==> src/design/hed_pkg.sv <==
`timescale 1ns / 1ps
`default_nettype none
// ----------------------------------------------------------------------------
// hed_pkg
// Shared types, constants and the entity table of the HTML entity decoder.
// ----------------------------------------------------------------------------
package hed_pkg;

  // Size of the downstream text buffer; one byte is kept for the terminator.
  localparam int unsigned OUT_BUFFER_BYTES = 2048;
  localparam int unsigned CHAR_CAP         = OUT_BUFFER_BYTES - 1;

  localparam int unsigned CNT_W         = 11;
  localparam logic [CNT_W-1:0] MAX_OUT_RESET = 11'd2047;

  localparam int unsigned PEND_DEPTH  = 5;
  localparam int unsigned CMD_SLOTS   = PEND_DEPTH + 1;
  localparam int unsigned NUM_ENT     = 5;
  localparam int unsigned ENT_MAX_LEN = 6;
  localparam int unsigned CMD_DEPTH   = 4;

  localparam logic [7:0] CHAR_AMP = 8'h26;
  localparam logic [7:0] CHAR_NUL = 8'h00;

  // Entity spellings, lengths and replacement bytes.
  localparam logic [7:0] ENT_TEXT [NUM_ENT][ENT_MAX_LEN] = '{
    '{"&", "g", "t", ";", 8'h00, 8'h00},
    '{"&", "l", "t", ";", 8'h00, 8'h00},
    '{"&", "q", "u", "o", "t", ";"},
    '{"&", "n", "b", "s", "p", ";"},
    '{"&", "a", "m", "p", ";", 8'h00}
  };
  localparam logic [2:0] ENT_LEN [NUM_ENT] = '{3'd4, 3'd4, 3'd6, 3'd6, 3'd5};
  localparam logic [7:0] ENT_VAL [NUM_ENT] = '{">", "<", 8'h22, " ", "&"};

  typedef struct packed {
    logic [7:0] char_in;
    logic       text_last;
  } in_item_t;

  typedef struct packed {
    logic [7:0] char_out;
    logic       run_last;
    logic       text_end;
  } out_item_t;

  // One classified input: the bytes that survive the limit, then an
  // optional terminator.
  typedef struct packed {
    logic [CMD_SLOTS-1:0][7:0] chars;
    logic [2:0]                cnt;
    logic                      term;
  } cmd_t;

endpackage
`default_nettype wire

==> src/design/hed_front.sv <==
`timescale 1ns / 1ps
`default_nettype none
// ----------------------------------------------------------------------------
// hed_front
// Match entities, track the partial entity and the per-text character count,
// and turn each accepted request into at most one command for the back end.
// ----------------------------------------------------------------------------
module hed_front (
  input  wire logic                        clk,
  input  wire logic                        rst_n,
  input  wire logic                        accept,
  input  wire hed_pkg::in_item_t           in_item,
  input  wire logic [hed_pkg::CNT_W-1:0]   max_out_chars,
  output logic                             cmd_push,
  output hed_pkg::cmd_t                    cmd
);

  logic [7:0]               pend_r [hed_pkg::PEND_DEPTH];
  logic [2:0]               pcount_r, pcount_nxt;
  logic [hed_pkg::CNT_W-1:0] emitted_r, emitted_nxt;

  logic [7:0]               c;
  logic                     is_zero, is_amp, term;
  logic [hed_pkg::NUM_ENT-1:0] full_hit, pre_hit;
  logic                     full_any, prefix_any;
  logic [7:0]               full_val;
  logic                     incl_old, has_x, start_amp, append;
  logic [7:0]               x;
  logic [2:0]               count_a, n_raw, keep;
  logic [hed_pkg::CNT_W-1:0] limit, room;
  logic [2:0]               len;

  always_comb begin
    c       = in_item.char_in;
    is_zero = (c == hed_pkg::CHAR_NUL);
    is_amp  = (c == hed_pkg::CHAR_AMP);
    term    = is_zero || in_item.text_last;
    len     = pcount_r + 3'd1;

    // Compare buffer plus new byte against every entity in parallel.
    for (int e = 0; e < hed_pkg::NUM_ENT; e++) begin
      logic ok;
      ok = (pcount_r < 3'(hed_pkg::ENT_MAX_LEN));
      for (int k = 0; k < hed_pkg::PEND_DEPTH; k++) begin
        if (3'(k) < pcount_r && pend_r[k] != hed_pkg::ENT_TEXT[e][k]) begin
          ok = 1'b0;
        end
      end
      if (ok && c != hed_pkg::ENT_TEXT[e][pcount_r]) begin
        ok = 1'b0;
      end
      full_hit[e] = ok && (len == hed_pkg::ENT_LEN[e]);
      pre_hit[e]  = ok && (len <  hed_pkg::ENT_LEN[e]);
    end
    full_any   = |full_hit;
    prefix_any = |pre_hit;
    full_val   = hed_pkg::CHAR_NUL;
    for (int e = hed_pkg::NUM_ENT - 1; e >= 0; e--) begin
      if (full_hit[e]) begin
        full_val = hed_pkg::ENT_VAL[e];
      end
    end

    // Every result list is a run of the old buffer followed by at most one byte.
    incl_old   = 1'b0;
    has_x      = 1'b0;
    x          = c;
    start_amp  = 1'b0;
    append     = 1'b0;
    pcount_nxt = pcount_r;
    if (is_zero) begin
      incl_old   = 1'b1;
      pcount_nxt = '0;
    end else if (pcount_r == '0) begin
      if (is_amp) begin
        start_amp  = 1'b1;
        has_x      = term;
        pcount_nxt = term ? 3'd0 : 3'd1;
      end else begin
        has_x = 1'b1;
      end
    end else if (full_any) begin
      has_x      = 1'b1;
      x          = full_val;
      pcount_nxt = '0;
    end else if (prefix_any && pcount_r < 3'(hed_pkg::PEND_DEPTH)) begin
      append     = 1'b1;
      incl_old   = term;
      has_x      = term;
      pcount_nxt = term ? 3'd0 : len;
    end else begin
      incl_old = 1'b1;
      if (is_amp) begin
        start_amp  = 1'b1;
        has_x      = term;
        pcount_nxt = term ? 3'd0 : 3'd1;
      end else begin
        has_x      = 1'b1;
        pcount_nxt = '0;
      end
    end

    count_a = incl_old ? pcount_r : 3'd0;
    n_raw   = count_a + {2'b00, has_x};

    // Drop whatever runs past the character limit.
    limit = ({21'b0, max_out_chars} < hed_pkg::CHAR_CAP) ? max_out_chars
                                                         : hed_pkg::CNT_W'(hed_pkg::CHAR_CAP);
    room  = (emitted_r >= limit) ? '0 : (limit - emitted_r);
    keep  = (room < {8'b0, n_raw}) ? room[2:0] : n_raw;

    for (int i = 0; i < hed_pkg::PEND_DEPTH; i++) begin
      cmd.chars[i] = (3'(i) < count_a) ? pend_r[i] : x;
    end
    cmd.chars[hed_pkg::CMD_SLOTS-1] = x;
    cmd.cnt  = keep;
    cmd.term = term;
    cmd_push = accept && (term || keep != '0);

    emitted_nxt = term ? '0 : (emitted_r + {8'b0, keep});
  end

  always_ff @(posedge clk) begin
    if (!rst_n) begin
      pcount_r  <= '0;
      emitted_r <= '0;
    end else if (accept) begin
      pcount_r  <= pcount_nxt;
      emitted_r <= emitted_nxt;
    end
  end

  always_ff @(posedge clk) begin
    if (accept && start_amp) begin
      pend_r[0] <= hed_pkg::CHAR_AMP;
    end
    if (accept && append) begin
      pend_r[pcount_r] <= c;
    end
  end

endmodule
`default_nettype wire

==> src/design/hed_cmd_fifo.sv <==
`timescale 1ns / 1ps
`default_nettype none
// ----------------------------------------------------------------------------
// hed_cmd_fifo
// Short command queue between the classifier and the serializer.
// ----------------------------------------------------------------------------
module hed_cmd_fifo (
  input  wire logic           clk,
  input  wire logic           rst_n,
  input  wire logic           wr_en,
  input  wire hed_pkg::cmd_t  wr_cmd,
  output logic                full,
  input  wire logic           rd_en,
  output hed_pkg::cmd_t       rd_cmd,
  output logic                empty
);

  localparam int unsigned PTR_W = $clog2(hed_pkg::CMD_DEPTH);
  localparam int unsigned CNT_W = $clog2(hed_pkg::CMD_DEPTH + 1);

  hed_pkg::cmd_t    mem_r [hed_pkg::CMD_DEPTH];
  logic [PTR_W-1:0] wptr_r, rptr_r;
  logic [CNT_W-1:0] count_r, count_nxt;
  logic             do_wr, do_rd;

  always_comb begin
    full   = (count_r == CNT_W'(hed_pkg::CMD_DEPTH));
    empty  = (count_r == '0);
    do_wr  = wr_en && !full;
    do_rd  = rd_en && !empty;
    rd_cmd = mem_r[rptr_r];
    count_nxt = count_r + CNT_W'(do_wr) - CNT_W'(do_rd);
  end

  always_ff @(posedge clk) begin
    if (!rst_n) begin
      wptr_r  <= '0;
      rptr_r  <= '0;
      count_r <= '0;
    end else begin
      count_r <= count_nxt;
      if (do_wr) begin
        wptr_r <= (wptr_r == PTR_W'(hed_pkg::CMD_DEPTH - 1)) ? '0 : wptr_r + 1'b1;
      end
      if (do_rd) begin
        rptr_r <= (rptr_r == PTR_W'(hed_pkg::CMD_DEPTH - 1)) ? '0 : rptr_r + 1'b1;
      end
    end
  end

  always_ff @(posedge clk) begin
    if (do_wr) begin
      mem_r[wptr_r] <= wr_cmd;
    end
  end

endmodule
`default_nettype wire

==> src/design/hed_back.sv <==
`timescale 1ns / 1ps
`default_nettype none
// ----------------------------------------------------------------------------
// hed_back
// Serialize the head command into result items, one per cycle while the
// result side pops, through a single output register.
// ----------------------------------------------------------------------------
module hed_back (
  input  wire logic               clk,
  input  wire logic               rst_n,
  input  wire hed_pkg::cmd_t      head,
  input  wire logic               head_valid,
  output logic                    head_pop,
  output hed_pkg::out_item_t      out_item,
  output logic                    empty,
  input  wire logic               pop
);

  logic [2:0]         idx_r, idx_nxt;
  hed_pkg::out_item_t out_r, out_nxt;
  logic               valid_r, valid_nxt;
  logic               load, last_elem;

  always_comb begin
    load = head_valid && (!valid_r || pop);
    if (idx_r < head.cnt) begin
      out_nxt.char_out = head.chars[idx_r];
      out_nxt.text_end = 1'b0;
      last_elem        = (idx_r == head.cnt - 3'd1) && !head.term;
    end else begin
      out_nxt.char_out = hed_pkg::CHAR_NUL;
      out_nxt.text_end = 1'b1;
      last_elem        = 1'b1;
    end
    out_nxt.run_last = last_elem;
    head_pop  = load && last_elem;
    idx_nxt   = load ? (last_elem ? 3'd0 : idx_r + 3'd1) : idx_r;
    valid_nxt = load || (valid_r && !pop);
    empty     = !valid_r;
    out_item  = out_r;
  end

  always_ff @(posedge clk) begin
    if (!rst_n) begin
      idx_r   <= '0;
      valid_r <= 1'b0;
    end else begin
      idx_r   <= idx_nxt;
      valid_r <= valid_nxt;
    end
  end

  always_ff @(posedge clk) begin
    if (load) begin
      out_r <= out_nxt;
    end
  end

endmodule
`default_nettype wire

==> src/design/html_entity_decoder.sv <==
`timescale 1ns / 1ps
`default_nettype none
// ----------------------------------------------------------------------------
// html_entity_decoder
// Byte-stream HTML entity decoder: &gt; &lt; &quot; &nbsp; &amp; become
// > < " space &, with a per-text output limit and a closing zero byte.
// ----------------------------------------------------------------------------
//
//  channel  | handshake            | payload
//  ---------+----------------------+---------------------------------------
//  input    | push / full          | in_item  (char_in, text_last)
//  result   | empty / pop          | out_item (char_out, run_last, text_end)
//  config   | cfg_we               | cfg_wdata (max_out_chars)
//
//  One request is taken every cycle while the four-entry command queue has
//  room; each request yields zero to seven results, drained at one per cycle
//  by the serializer while results are popped, so sustained input rate
//  follows the result count. A result passes through the command queue
//  and the output register before it shows on the output.
//  Reset (rst_n low at a clock edge) empties the queue and output register,
//  clears the partial entity and character count, and sets the limit to 2047.
//  A stalled result holds on out_item until popped; full rises only when the
//  queue fills and takes no request until the serializer retires a command.
// ----------------------------------------------------------------------------
module html_entity_decoder (
  input  wire logic                       clk,
  input  wire logic                       rst_n,
  input  wire logic                       push,
  output logic                            full,
  input  wire hed_pkg::in_item_t          in_item,
  output logic                            empty,
  input  wire logic                       pop,
  output hed_pkg::out_item_t              out_item,
  input  wire logic                       cfg_we,
  input  wire logic [hed_pkg::CNT_W-1:0]  cfg_wdata
);

  logic [hed_pkg::CNT_W-1:0] max_out_chars_r;
  logic                      accept;
  logic                      cmd_push;
  hed_pkg::cmd_t             cmd;
  hed_pkg::cmd_t             head;
  logic                      q_empty;
  logic                      head_pop;

  // Hold the output limit; user writes it only while idle, not enforced.
  always_ff @(posedge clk) begin
    if (!rst_n) begin
      max_out_chars_r <= hed_pkg::MAX_OUT_RESET;
    end else if (cfg_we) begin
      max_out_chars_r <= cfg_wdata;
    end
  end

  // Take a request whenever the queue has room, even if it yields nothing.
  assign accept = push && !full;

  // Classify: match entities, buffer partial ones, apply the limit.
  hed_front u_front (
    .clk           (clk),
    .rst_n         (rst_n),
    .accept        (accept),
    .in_item       (in_item),
    .max_out_chars (max_out_chars_r),
    .cmd_push      (cmd_push),
    .cmd           (cmd)
  );

  // Decouple classification from serialization.
  hed_cmd_fifo u_fifo (
    .clk    (clk),
    .rst_n  (rst_n),
    .wr_en  (cmd_push),
    .wr_cmd (cmd),
    .full   (full),
    .rd_en  (head_pop),
    .rd_cmd (head),
    .empty  (q_empty)
  );

  // Advance through each command one result at a time.
  hed_back u_back (
    .clk        (clk),
    .rst_n      (rst_n),
    .head       (head),
    .head_valid (!q_empty),
    .head_pop   (head_pop),
    .out_item   (out_item),
    .empty      (empty),
    .pop        (pop)
  );

endmodule
`default_nettype wire

==> config.mk <==
export PLATFORM = sky130hd
export DESIGN_NAME = html_entity_decoder
export DESIGN_NICKNAME = d
export VERILOG_FILES = /design/src/design/hed_pkg.sv /design/src/design/hed_front.sv /design/src/design/hed_cmd_fifo.sv /design/src/design/hed_back.sv /design/src/design/html_entity_decoder.sv
export SDC_FILE = /design/constraint.sdc
export NUM_CORES = 1
export LEC_CHECK = 0
export BUFFER_PORTS_ARGS = -buffer_cell sky130_fd_sc_hd__buf_4
export CAP_MARGIN = 20
export CELL_PAD_IN_SITES_DETAIL_PLACEMENT = 0
export CELL_PAD_IN_SITES_GLOBAL_PLACEMENT = 1
export CORE_MARGIN = 2
export CORE_UTILIZATION = 30
export CTS_CLUSTER_SIZE = 10
export DETAILED_ROUTE_END_ITERATION = 10
export PLACE_DENSITY_LB_ADDON = 0.1
export SKIP_CTS_REPAIR_TIMING = 1
export SLEW_MARGIN = 25
export SYNTH_ARGS = -nofsm -noshare
export SYNTH_HDL_FRONTEND = slang
export SYNTH_HIERARCHICAL = 1
export SYNTH_SLANG_ARGS = --single-unit
export TNS_END_PERCENT = 20
==> constraint.sdc <==
create_clock -name clk -period 10.9 [get_ports clk]
set_input_delay 1.09 -clock clk [delete_from_list [all_inputs] [get_ports clk]]
set_output_delay 1.09 -clock clk [all_outputs]
set_load 0.01 [all_outputs]
Yosys cells after proc, flatten, opt, wreduce, memory -nomap -nowiden. Memory sizes are Yosys's and may differ from the RTL's. A register that Yosys moved wholly into a read port is not among the register bits. Cells that the tools add are included.

Bits in registers: 46. RAM bits: 248. ROM bits: 320. Bits of input ports: 25. Output and inout port bits: 12. Memories: 7.

Memories: u_fifo.mem_r (words 4, bits a word 52, read ports 1, clocked after Yosys merged registers in 1, wr ports 1, RTL line hed_cmd_fifo.sv:21) `hed_pkg::cmd_t mem_r [hed_pkg::CMD_DEPTH];`; (name not given) (words 8, bits a word 8, read ports 1, clocked after Yosys merged registers in 0, wr ports 0, RTL line hed_front.sv:49) `if (ok && c != hed_pkg::ENT_TEXT[e][pcount_r]) begin`; (name not given) (words 8, bits a word 8, read ports 1, clocked after Yosys merged registers in 0, wr ports 0, RTL line hed_front.sv:49); (name not given) (words 8, bits a word 8, read ports 1, clocked after Yosys merged registers in 0, wr ports 0, RTL line hed_front.sv:49); (name not given) (words 8, bits a word 8, read ports 1, clocked after Yosys merged registers in 0, wr ports 0, RTL line hed_front.sv:49); (name not given) (words 8, bits a word 8, read ports 1, clocked after Yosys merged registers in 0, wr ports 0, RTL line hed_front.sv:49); 1 more memories.

Add/sub/neg operators: 10. Magnitude comparators: 21. Equal/unequal tests: 31. Mux-type cells: 98. Bitwise logic cells: 1. Reductions and logical operators: 62.

Operators with widths (number): $mux 8 (20); $ne 8x7->1 const B (14); $mux 1 (54); $logic_and 1x1->1 (44); $ne 8x8->1 (5); $mux 11 (3); $mux 3 (11); $mux 6 (5); $bmux 8 s3 (1); $ne 8x6->1 const B (3); $lt 3x3->1 const B (5); $eq 3x3->1 const B (4); $lt 1x3->1 const A (4); $lt 2x3->1 const A (4); $add 11x3->11 (1); $ge 11x11->1 (1); $lt 11x11->1 const B (1); $lt 11x3->1 (1); $sub 11x11->11 (1); $reduce_or 5->1 (2); $eq 8x6->1 const B (1); $logic_not 8->1 (1); $mux 2 (4); $reduce_bool 8->1 (1); 19 further kinds (32).

Longest topological paths before layout. Gate-level depths: netlist of run 1. An unclocked memory read counts as a cell.

Word-level depth: 27. Gate-level depth with buffers: 34. Mapped depth without buffers: 33.

Modules after synthesis. Netlist of run 1, hierarchy kept.

Modules (own cells, without submodules): hed_cmd_fifo (instances 1, cells each 324, area each 8046.5 um^2, sequential area each 6426.2 um^2); hed_front (instances 1, cells each 539, area each 4989.8 um^2, sequential area each 1481.4 um^2); hed_back (instances 1, cells each 84, area each 1026.0 um^2, sequential area each 380.4 um^2); html_entity_decoder (instances 1, cells each 37, area each 396.6 um^2, sequential area each 220.2 um^2).

Worst setup path after synthesis of run 1. OpenSTA, ideal clock, no wires.

Path type: in2reg. Start point: input in_item[3] (netlist name). End point: memory u_fifo/mem_r[0][0] (netlist name) (enable). Arrival: 6.843 ns. Setup slack: 3.642 ns. Stages on the path: 24. Path buffers: 2. Cell sequence: buf_6 -> or4b_4 -> o32a_1 -> a211oi_2 -> nand4_1 -> o32ai_2 -> o21ai_2 -> a31oi_4 -> nor2_1 -> ha_1 -> ha_1 -> xor2_1 -> ha_1 -> a21o_1 -> nor4b_1 -> o2111ai_1 -> nor4_1 -> nand2_1 -> a21oi_1 -> and2_1 -> o41a_1 -> nor2b_1 -> buf_2 -> and2_1.

Longest elaborated chain between the ends: 20.

RTL lines: start: declaration (RTL line html_entity_decoder.sv:30) `input wire hed_pkg::in_item_t in_item,`; $ne 8x8->1 (RTL line hed_front.sv:49); $logic_and 1x1->1 (RTL line hed_front.sv:49); $mux 1 (RTL line hed_front.sv:49); $logic_and 1x1->1 (RTL line hed_front.sv:53) `pre_hit[e] = ok && (len < hed_pkg::ENT_LEN[e]);`; $reduce_or 5->1 (RTL line hed_front.sv:56) `prefix_any = |pre_hit;`; $logic_and 1x1->1 (RTL line hed_front.sv:86) `end else if (prefix_any && pcount_r < 3'(hed_pkg::PEND_DEPTH)) begin`; $mux 1 (RTL line hed_front.sv:86); $mux 1 (RTL line hed_front.sv:82) `end else if (full_any) begin`; [... 5 more ...]; $mux 3 (RTL line hed_front.sv:110) `keep = (room < {8'b0, n_raw}) ? room[2:0] : n_raw;`; $reduce_bool 3->1 (RTL line hed_front.sv:118) `cmd_push = accept && (term || keep != '0);`; $logic_or 1x1->1 * (RTL line hed_front.sv:118); $logic_and 1x1->1 * (RTL line hed_front.sv:118); via cmd_push (RTL line html_entity_decoder.sv:40) `logic cmd_push;`; $logic_and 1x1->1 * (RTL line hed_cmd_fifo.sv:29) `do_wr = wr_en && !full;`; $mux 1 * (RTL line hed_cmd_fifo.sv:52) `if (do_wr) begin`; $mux 1 (not written as such) * (RTL line hed_cmd_fifo.sv:53) `mem_r[wptr_r] <= wr_cmd;`; end: declaration (RTL line hed_cmd_fifo.sv:21).

The timed path passes the listed nets; every way through them passes the cells marked *.

Worst setup path after layout of run 1.
Start point: register u_front.pcount_r[1]. End point: memory u_fifo/mem_r[2][36] (netlist name) (enable).

Longest elaborated chain between the ends: 26.

RTL lines: start: declaration (RTL line hed_front.sv:19) `logic [2:0] pcount_r, pcount_nxt;`; start signal: assignment (RTL line hed_front.sv:128) `pcount_r <= pcount_nxt;`; $lt 1x3->1 (RTL line hed_front.sv:45) `if (3'(k) < pcount_r && pend_r[k] != hed_pkg::ENT_TEXT[e][k]) begin`; $logic_and 1x1->1 (RTL line hed_front.sv:45); $mux 1 (5 in series) (RTL line hed_front.sv:45); $logic_and 1x1->1 (RTL line hed_front.sv:49); $mux 1 (RTL line hed_front.sv:49); $logic_and 1x1->1 (RTL line hed_front.sv:53); $reduce_or 5->1 (RTL line hed_front.sv:56); $logic_and 1x1->1 (RTL line hed_front.sv:86); [... 7 more ...]; $mux 3 * (RTL line hed_front.sv:110); $reduce_bool 3->1 * (RTL line hed_front.sv:118); $logic_or 1x1->1 * (RTL line hed_front.sv:118); $logic_and 1x1->1 * (RTL line hed_front.sv:118); via cmd_push (RTL line html_entity_decoder.sv:40); $logic_and 1x1->1 * (RTL line hed_cmd_fifo.sv:29); $mux 1 * (RTL line hed_cmd_fifo.sv:52); $mux 1 (not written as such) * (RTL line hed_cmd_fifo.sv:53).

The timed path passes the listed nets; every way through them passes the cells marked *. The select of a mux whose other input is x is not followed.

==> results of run 1 <==
[routing by layer]
layer	vias up	share of wire, %	GRT usage [%]
li1	3877	-	-
met1	4242	48	22.01
met2	159	46	24.25
met3	41	3.2	2.269
met4	0	2.1	4.925
met5	-	0	0
[cell usage in the layout (no fill, tap or decap), types with 29 or more instances in the layout]
master     instances
edfxtp_1         258
mux4_2            58
ha_1              41
clkbuf_16         39
mux2_1            29
buf_4             50
inv_1             39
a21oi_1           29
nor2_1            60
dfxtp_1           36
nand2_1           46
[state kept, by name (all words and copies together), names as in the netlist, 3 cells and up, named ones only]
signal and cells:
u_fifo/mem_r 208, u_front/pend_r 40, max_out_chars_r 11, u_front/emitted_r 11
u_back/out_item 10, u_back/idx_r 3, u_fifo/count_r 3, u_front/pcount_r 3
[worst max-delay path, delay by kind of cell (launching register included)]
kind                       cells  cell delay [ns]
AOI/OAI and AO/OA              8             2.07
xor gates and xnor gates       1             0.17
DFF                            1             0.87
buffers and inverters          2             0.79
adders and majority gates      4             1.21
and+or+nand+nor               10             3.11
[logic make-up after synthesis]
family	count (synthesis)	share of synthesized area, %
buffers and inverters	95	3.539
multiplexers	130	14.89
XOR/XNOR	33	2.103
flip-flops	296	58.84
other	1	0.02594
adder cells (fa/ha/maj)	44	3.963
AO/OA/AOI/OAI	130	6.473
AND/OR/NAND/NOR	255	10.16
[stage by stage]
step	power [mW]	util [%]	setup slack [ns]
final	3.097	34.33	2.279
after global routing	3.256	34.33	1.552
after CTS	3.156	34.31	2.239
after detailed placement	2.027	32.07	2.284
after global placement	2.028	32.05	2.414
after floorplan	1.846	-	3.642
[power by group through the flow]
stage	clock, mW	sequential [mW]	combinational (mW)
after global routing	1.19	1.46	0.606
after CTS	1.15	1.45	0.556
after global placement	0	1.47	0.557
after floorplan	0	1.45	0.392
after detailed placement	0	1.47	0.554
final	1.11	1.44	0.543
[how the worst max path moves through the flow]
stage	start	cells after the start	slack (ns)	to
2_1_floorplan	in_item[3]	24	3.64	u_fifo/mem_r[0][0]
3_3_place_gp	u_front/pcount_r[1]	25	2.41	u_fifo/mem_r[0][9]
3_5_place_dp	u_front/pcount_r[1]	25	2.28	u_fifo/mem_r[0][9]
4_1_cts	u_front/pcount_r[1]	25	2.24	u_fifo/mem_r[0][51]
5_1_grt	u_front/pcount_r[1]	25	1.55	u_fifo/mem_r[2][31]
6_report	u_front/pcount_r[1]	25	2.28	u_fifo/mem_r[2][36]
[cell type report]
class / count / area [µm²] / area share (%)
sequential: 296 / 8513 / 52.05
multi-input combinational: 597 / 5483 / 33.52
clock buffer: 52 / 1035 / 6.326
tap: 615 / 769.5 / 4.704
timing repair buffer: 50 / 375.4 / 2.295
inverter: 40 / 150.1 / 0.9179
clock inverter: 5 / 31.28 / 0.1912
==> flow_summary.yaml, run 1 <==
status:
  status: "complete, no violations"
power_and_ir_drop:
  powerDensity_nw_per_um2: 189.4
  p_clk_share_pct: 35.8
  sw_frac_of_total_pct: 26.04
  p_comb_share_pct: 17.5
  p_sw_uw: 806.7
  pwr-share-seq_pct: 46.6
  p_leak_nw: 5.418
  ir_drop_v: 0.00009992
  internal_power_mw: 2.291
global_routing:
  grt_max_degree: 53
  grt-ovfl-total: 0
  grt_pass1_vias: 8562
  grt_pass1_wl_um: 56900
  grt_usage_pct: 15.43
  antenna_found_initial: 0
routing:
  dr.pass1.iters: 5
  drtAntennaViolNets: 0
  routed_wl_um: 37590
  drt_iter0_markers: 509
  viasPerCell: 5.027
  vias: 8319
  wl_per_cell_um: 22.71
  post-route-drc-count: 0
yosys:
  ys_top_cells_by_area: "edfxtp_1, mux4_2, dfxtp_1, ha_1, mux2_1"
  ys_seq_elements: 296
  ys_types: 92
  synth_warnings: 6
  ys.flop_type: "edfxtp_1"
  synth_top_cell_by_area: "edfxtp_1"
  async_reset_ff_share_pct: 0
  synth-edff-count: 258
  synth_cells: 984
  synthTopCellsByCount: "edfxtp_1, nor2_1, mux4_2"
  synth_top_area_share_pct: 53.58
  netlist_area_um2: 14460
  yosysMostFrequentCell: "edfxtp_1"
  syn_area_per_cell_um2: 14.69
  ys_seq_area_share_pct: 58.84
timing:
  clock.fmax_mhz: 116.0
  setup_viol: 0
  period_minus_slack_ns: 8.621
  whs_ns: 0.4810
  finClkSkew_ns: 0.01552
  rsz0062_at_grt: "no"
  drv_slew: 0
  relSlewSlack_pct: 33.25
  fin_setup_tns_ns: 0
  fin_crit_sh_pct: 79.09
  tightest_slew_ns: 0.9975
  hold_violations: 0
setup_path:
  rrSetupSlack_ns: 2.28
  worstPathArrival_ns: 8.83
  end_kind: "flop"
  cp.required_ns: 11.11
  reg2regPathDepth: 25
  start_kind: "flop"
  cpMaxStageDelayCell: "dfxtp_1"
  critical_path.max_stage_delay_ns: 0.87
  crit_type: "flop to flop"
  r2r_start: "u_front/pcount_r[1]"
  reg2reg_to: "u_fifo/mem_r[2][36]"
  crit_top_cell: "ha_1"
  cp_max_fo: 33
die:
  coreArea_um2: 47650
  die-width_um: 223.5
  die_area_um2: 49970
  io_pins: 37
  start_util_pct: 30.35
  rows: 80
  die_height_um: 223.5
worst_hold_path:
  hp-class: "flop to flop"
  hold_depth: 2
  hold_end: "max_out_chars_r[4]"
  min-delay-start: "max_out_chars_r[4]"
clock_network:
  cts_tree: "yes"
  clock_latency_ns: 0.54
  cts-htree-levels: 2
  path_clk_slew_ns: 0.06
  cts_buffers: 37
  ctsRootBufferMaster: "clkbuf_16"
  cts.path.max_buffers: 3
  numClockSinks: 296
final_layout:
  layout.cells.non_filler: 1655
  area_growth_pct: 13.13
  final_nets: 1091
  final_area_um2: 16360
  antenna_cells: 0
  drive_gt1_share_pct: 20.58
  num-fill-cells: 4652
placement:
  dp_cells: 1598
  dpl_cell_area_um2: 15280
  place.gp.congestion: 0.8070
  place_hpwl_um: 26010
  portBuffers: 36
flow_run:
  drv_cap: 0
Power figures use the tool's default switching activity.
==> inputs of run 2 (changes only) <==
==> constraint.sdc (replaced) <==
create_clock -name clk -period 7.7 [get_ports clk]
set_input_delay 0.77 -clock clk [delete_from_list [all_inputs] [get_ports clk]]
set_output_delay 0.77 -clock clk [all_outputs]
set_load 0.01 [all_outputs]
==> run 2 against run 1 <==
Global-route usage decreased by 0.26 points. Cell area increased by 0.96%. Combinational power increased by 43%. Sequential power increased by 42%. Clock skew increased by 0.0044 ns. Wire length decreased by 1.5%.
==> flow_summary.yaml, run 2 (synthesized netlist as in run 1, its figures left out) <==
power_and_ir_drop:
  p_total_mw: 4.395
  p_leak_nw: 5.458
  powerDensity_nw_per_um2: 266.2
  ir_drop_v: 0.0001270
worst_hold_path:
  hold_depth: 3
  hp-class: "input pin to flop"
  hold_end: "max_out_chars_r[4]"
  min-delay-start: "cfg_wdata[4]"
routing:
  wl_per_cell_um: 22.22
  drt_iter0_markers: 600
  drtAntennaViolNets: 0
  dr.pass1.iters: 5
  routed_wl_um: 37020
  post-route-drc-count: 0
  vias: 8327
  viasPerCell: 4.998
placement:
  place_hpwl_um: 24750
  dp_cells: 1607
  pre_cts_slack_ns: 0.1403
  place.gp.congestion: 0.7778
  portBuffers: 36
  dpl_cell_area_um2: 15390
clock_network:
  clock_latency_ns: 0.54
  cts-htree-levels: 2
  numClockSinks: 296
  ctsRootBufferMaster: "clkbuf_16"
  path_clk_slew_ns: 0.06
  cts_buffers: 38
  cts.path.max_buffers: 3
  cts_tree: "yes"
die:
  start_util_pct: 30.35
  coreArea_um2: 47650
  die-width_um: 223.5
  io_pins: 37
  die_area_um2: 49970
  die_height_um: 223.5
  rows: 80
timing:
  drv_slew: 0
  period_minus_slack_ns: 7.132
  relSlewSlack_pct: 33.69
  setup_viol: 0
  finClkSkew_ns: 0.01988
  tightest_slew_ns: 0.9933
  clock.fmax_mhz: 140.2
  whs_ns: 0.4459
  hold_violations: 0
  fin_crit_sh_pct: 92.62
  rsz0062_at_grt: "no"
  worst_slack_ns: 0.5683
  fin_setup_tns_ns: 0
global_routing:
  grt_pass1_wl_um: 56200
  grt_max_degree: 53
  grtUsageMet2_pct: 23.78
  grt-ovfl-total: 0
  grt_util_met3_pct: 1.981
  grt_util_met1_pct: 22.02
  grt_pass1_vias: 8624
  antenna_found_initial: 0
  grt_usage_pct: 15.17
  grt-busiest-layer: "met2"
setup_path:
  start_kind: "flop"
  cp.required_ns: 8.13
  rrSetupSlack_ns: 0.57
  cp_max_fo: 7
  cpMaxStageDelayCell: "nor4b_1"
  reg2regPathDepth: 30
  crit_type: "flop to flop"
  reg2reg_to: "u_fifo/count_r[2]"
  end_kind: "flop"
  crit_top_cell: "ha_1"
  r2r_start: "u_front/pend_r[1][1]"
  worstPathArrival_ns: 7.56
  critical_path.max_stage_delay_ns: 0.59
final_layout:
  final_nets: 1101
  antenna_cells: 0
  area_growth_pct: 14.21
  mostFrequentLayoutCells: "edfxtp_1, nor2_1, mux4_2"
  regArea_um2: 8513
  postLayoutCoreUtil_pct: 34.66
  multi_input_area_um2: 5498
  largest_reg_flops: 208
  layout.cells.non_filler: 1666
  final_common_cell: "edfxtp_1"
  num-fill-cells: 4635
  regMostFlops: "u_fifo/mem_r"
  final_area_um2: 16510
  top_regs: "u_fifo/mem_r: 208 flops, u_front/pend_r: 40 flops"
  drive_gt1_share_pct: 21.69
flow_run:
  drv_cap: 0
status:
  status: "complete, no violations"
run 2: changes by cell type in the layout (fill, tap and decap cells not counted), moves of 3 or more:
cell	delta
clkbuf_1	-3
buf_4	+4
clkinv_1	+5
buf_12	+4
run 2: worst max-delay path: cells and delay by family, from the launching register on:
family	cells	cell delay (ns)
buf+inv	3	0.21
fa+ha+maj	6	1.45
flops	1	0.45
simple gates	10	2.41
compound gates	8	2.07
xor+xnor	3	0.43
run 2: power by group:
part           total, mW  switching (mW)  internal [mW]
combinational      0.779           0.422          0.357
clock               1.58           0.658          0.920
sequential          2.04          0.0721           1.97
total               4.40            1.15           3.24
run 2: per-layer routing:
layer,wire length [µm],vias to the layer above,part of all wire [%]
li1,-,3900,-
met3,1087,36,2.9
met1,18340,4254,50
met2,16960,137,46
met5,0,-,0
met4,633,0,1.7
run 2: cell type report:
type,count,area share (%)
Clock buffer,48,6.115
Clock inverter,11,0.4622
Inverter,40,0.9092
Multi-Input combinational cell,597,33.29
Sequential cell,296,51.55
Tap cell,615,4.660
Timing Repair Buffer,59,3.008
run 2: how the worst max path moves through the flow:
stage / from / cells past startpoint / to
floorplan: u_front/pcount_r[1] / 26 / u_fifo/mem_r[0][0]
global placement: in_item[2] / 31 / u_fifo/count_r[2]
detailed placement: in_item[2] / 31 / u_fifo/count_r[2]
CTS: u_front/pcount_r[1] / 32 / u_fifo/count_r[2]
global route: u_front/pcount_r[0] / 32 / u_fifo/count_r[2]
finish: u_front/pend_r[1][1] / 30 / u_fifo/count_r[2]
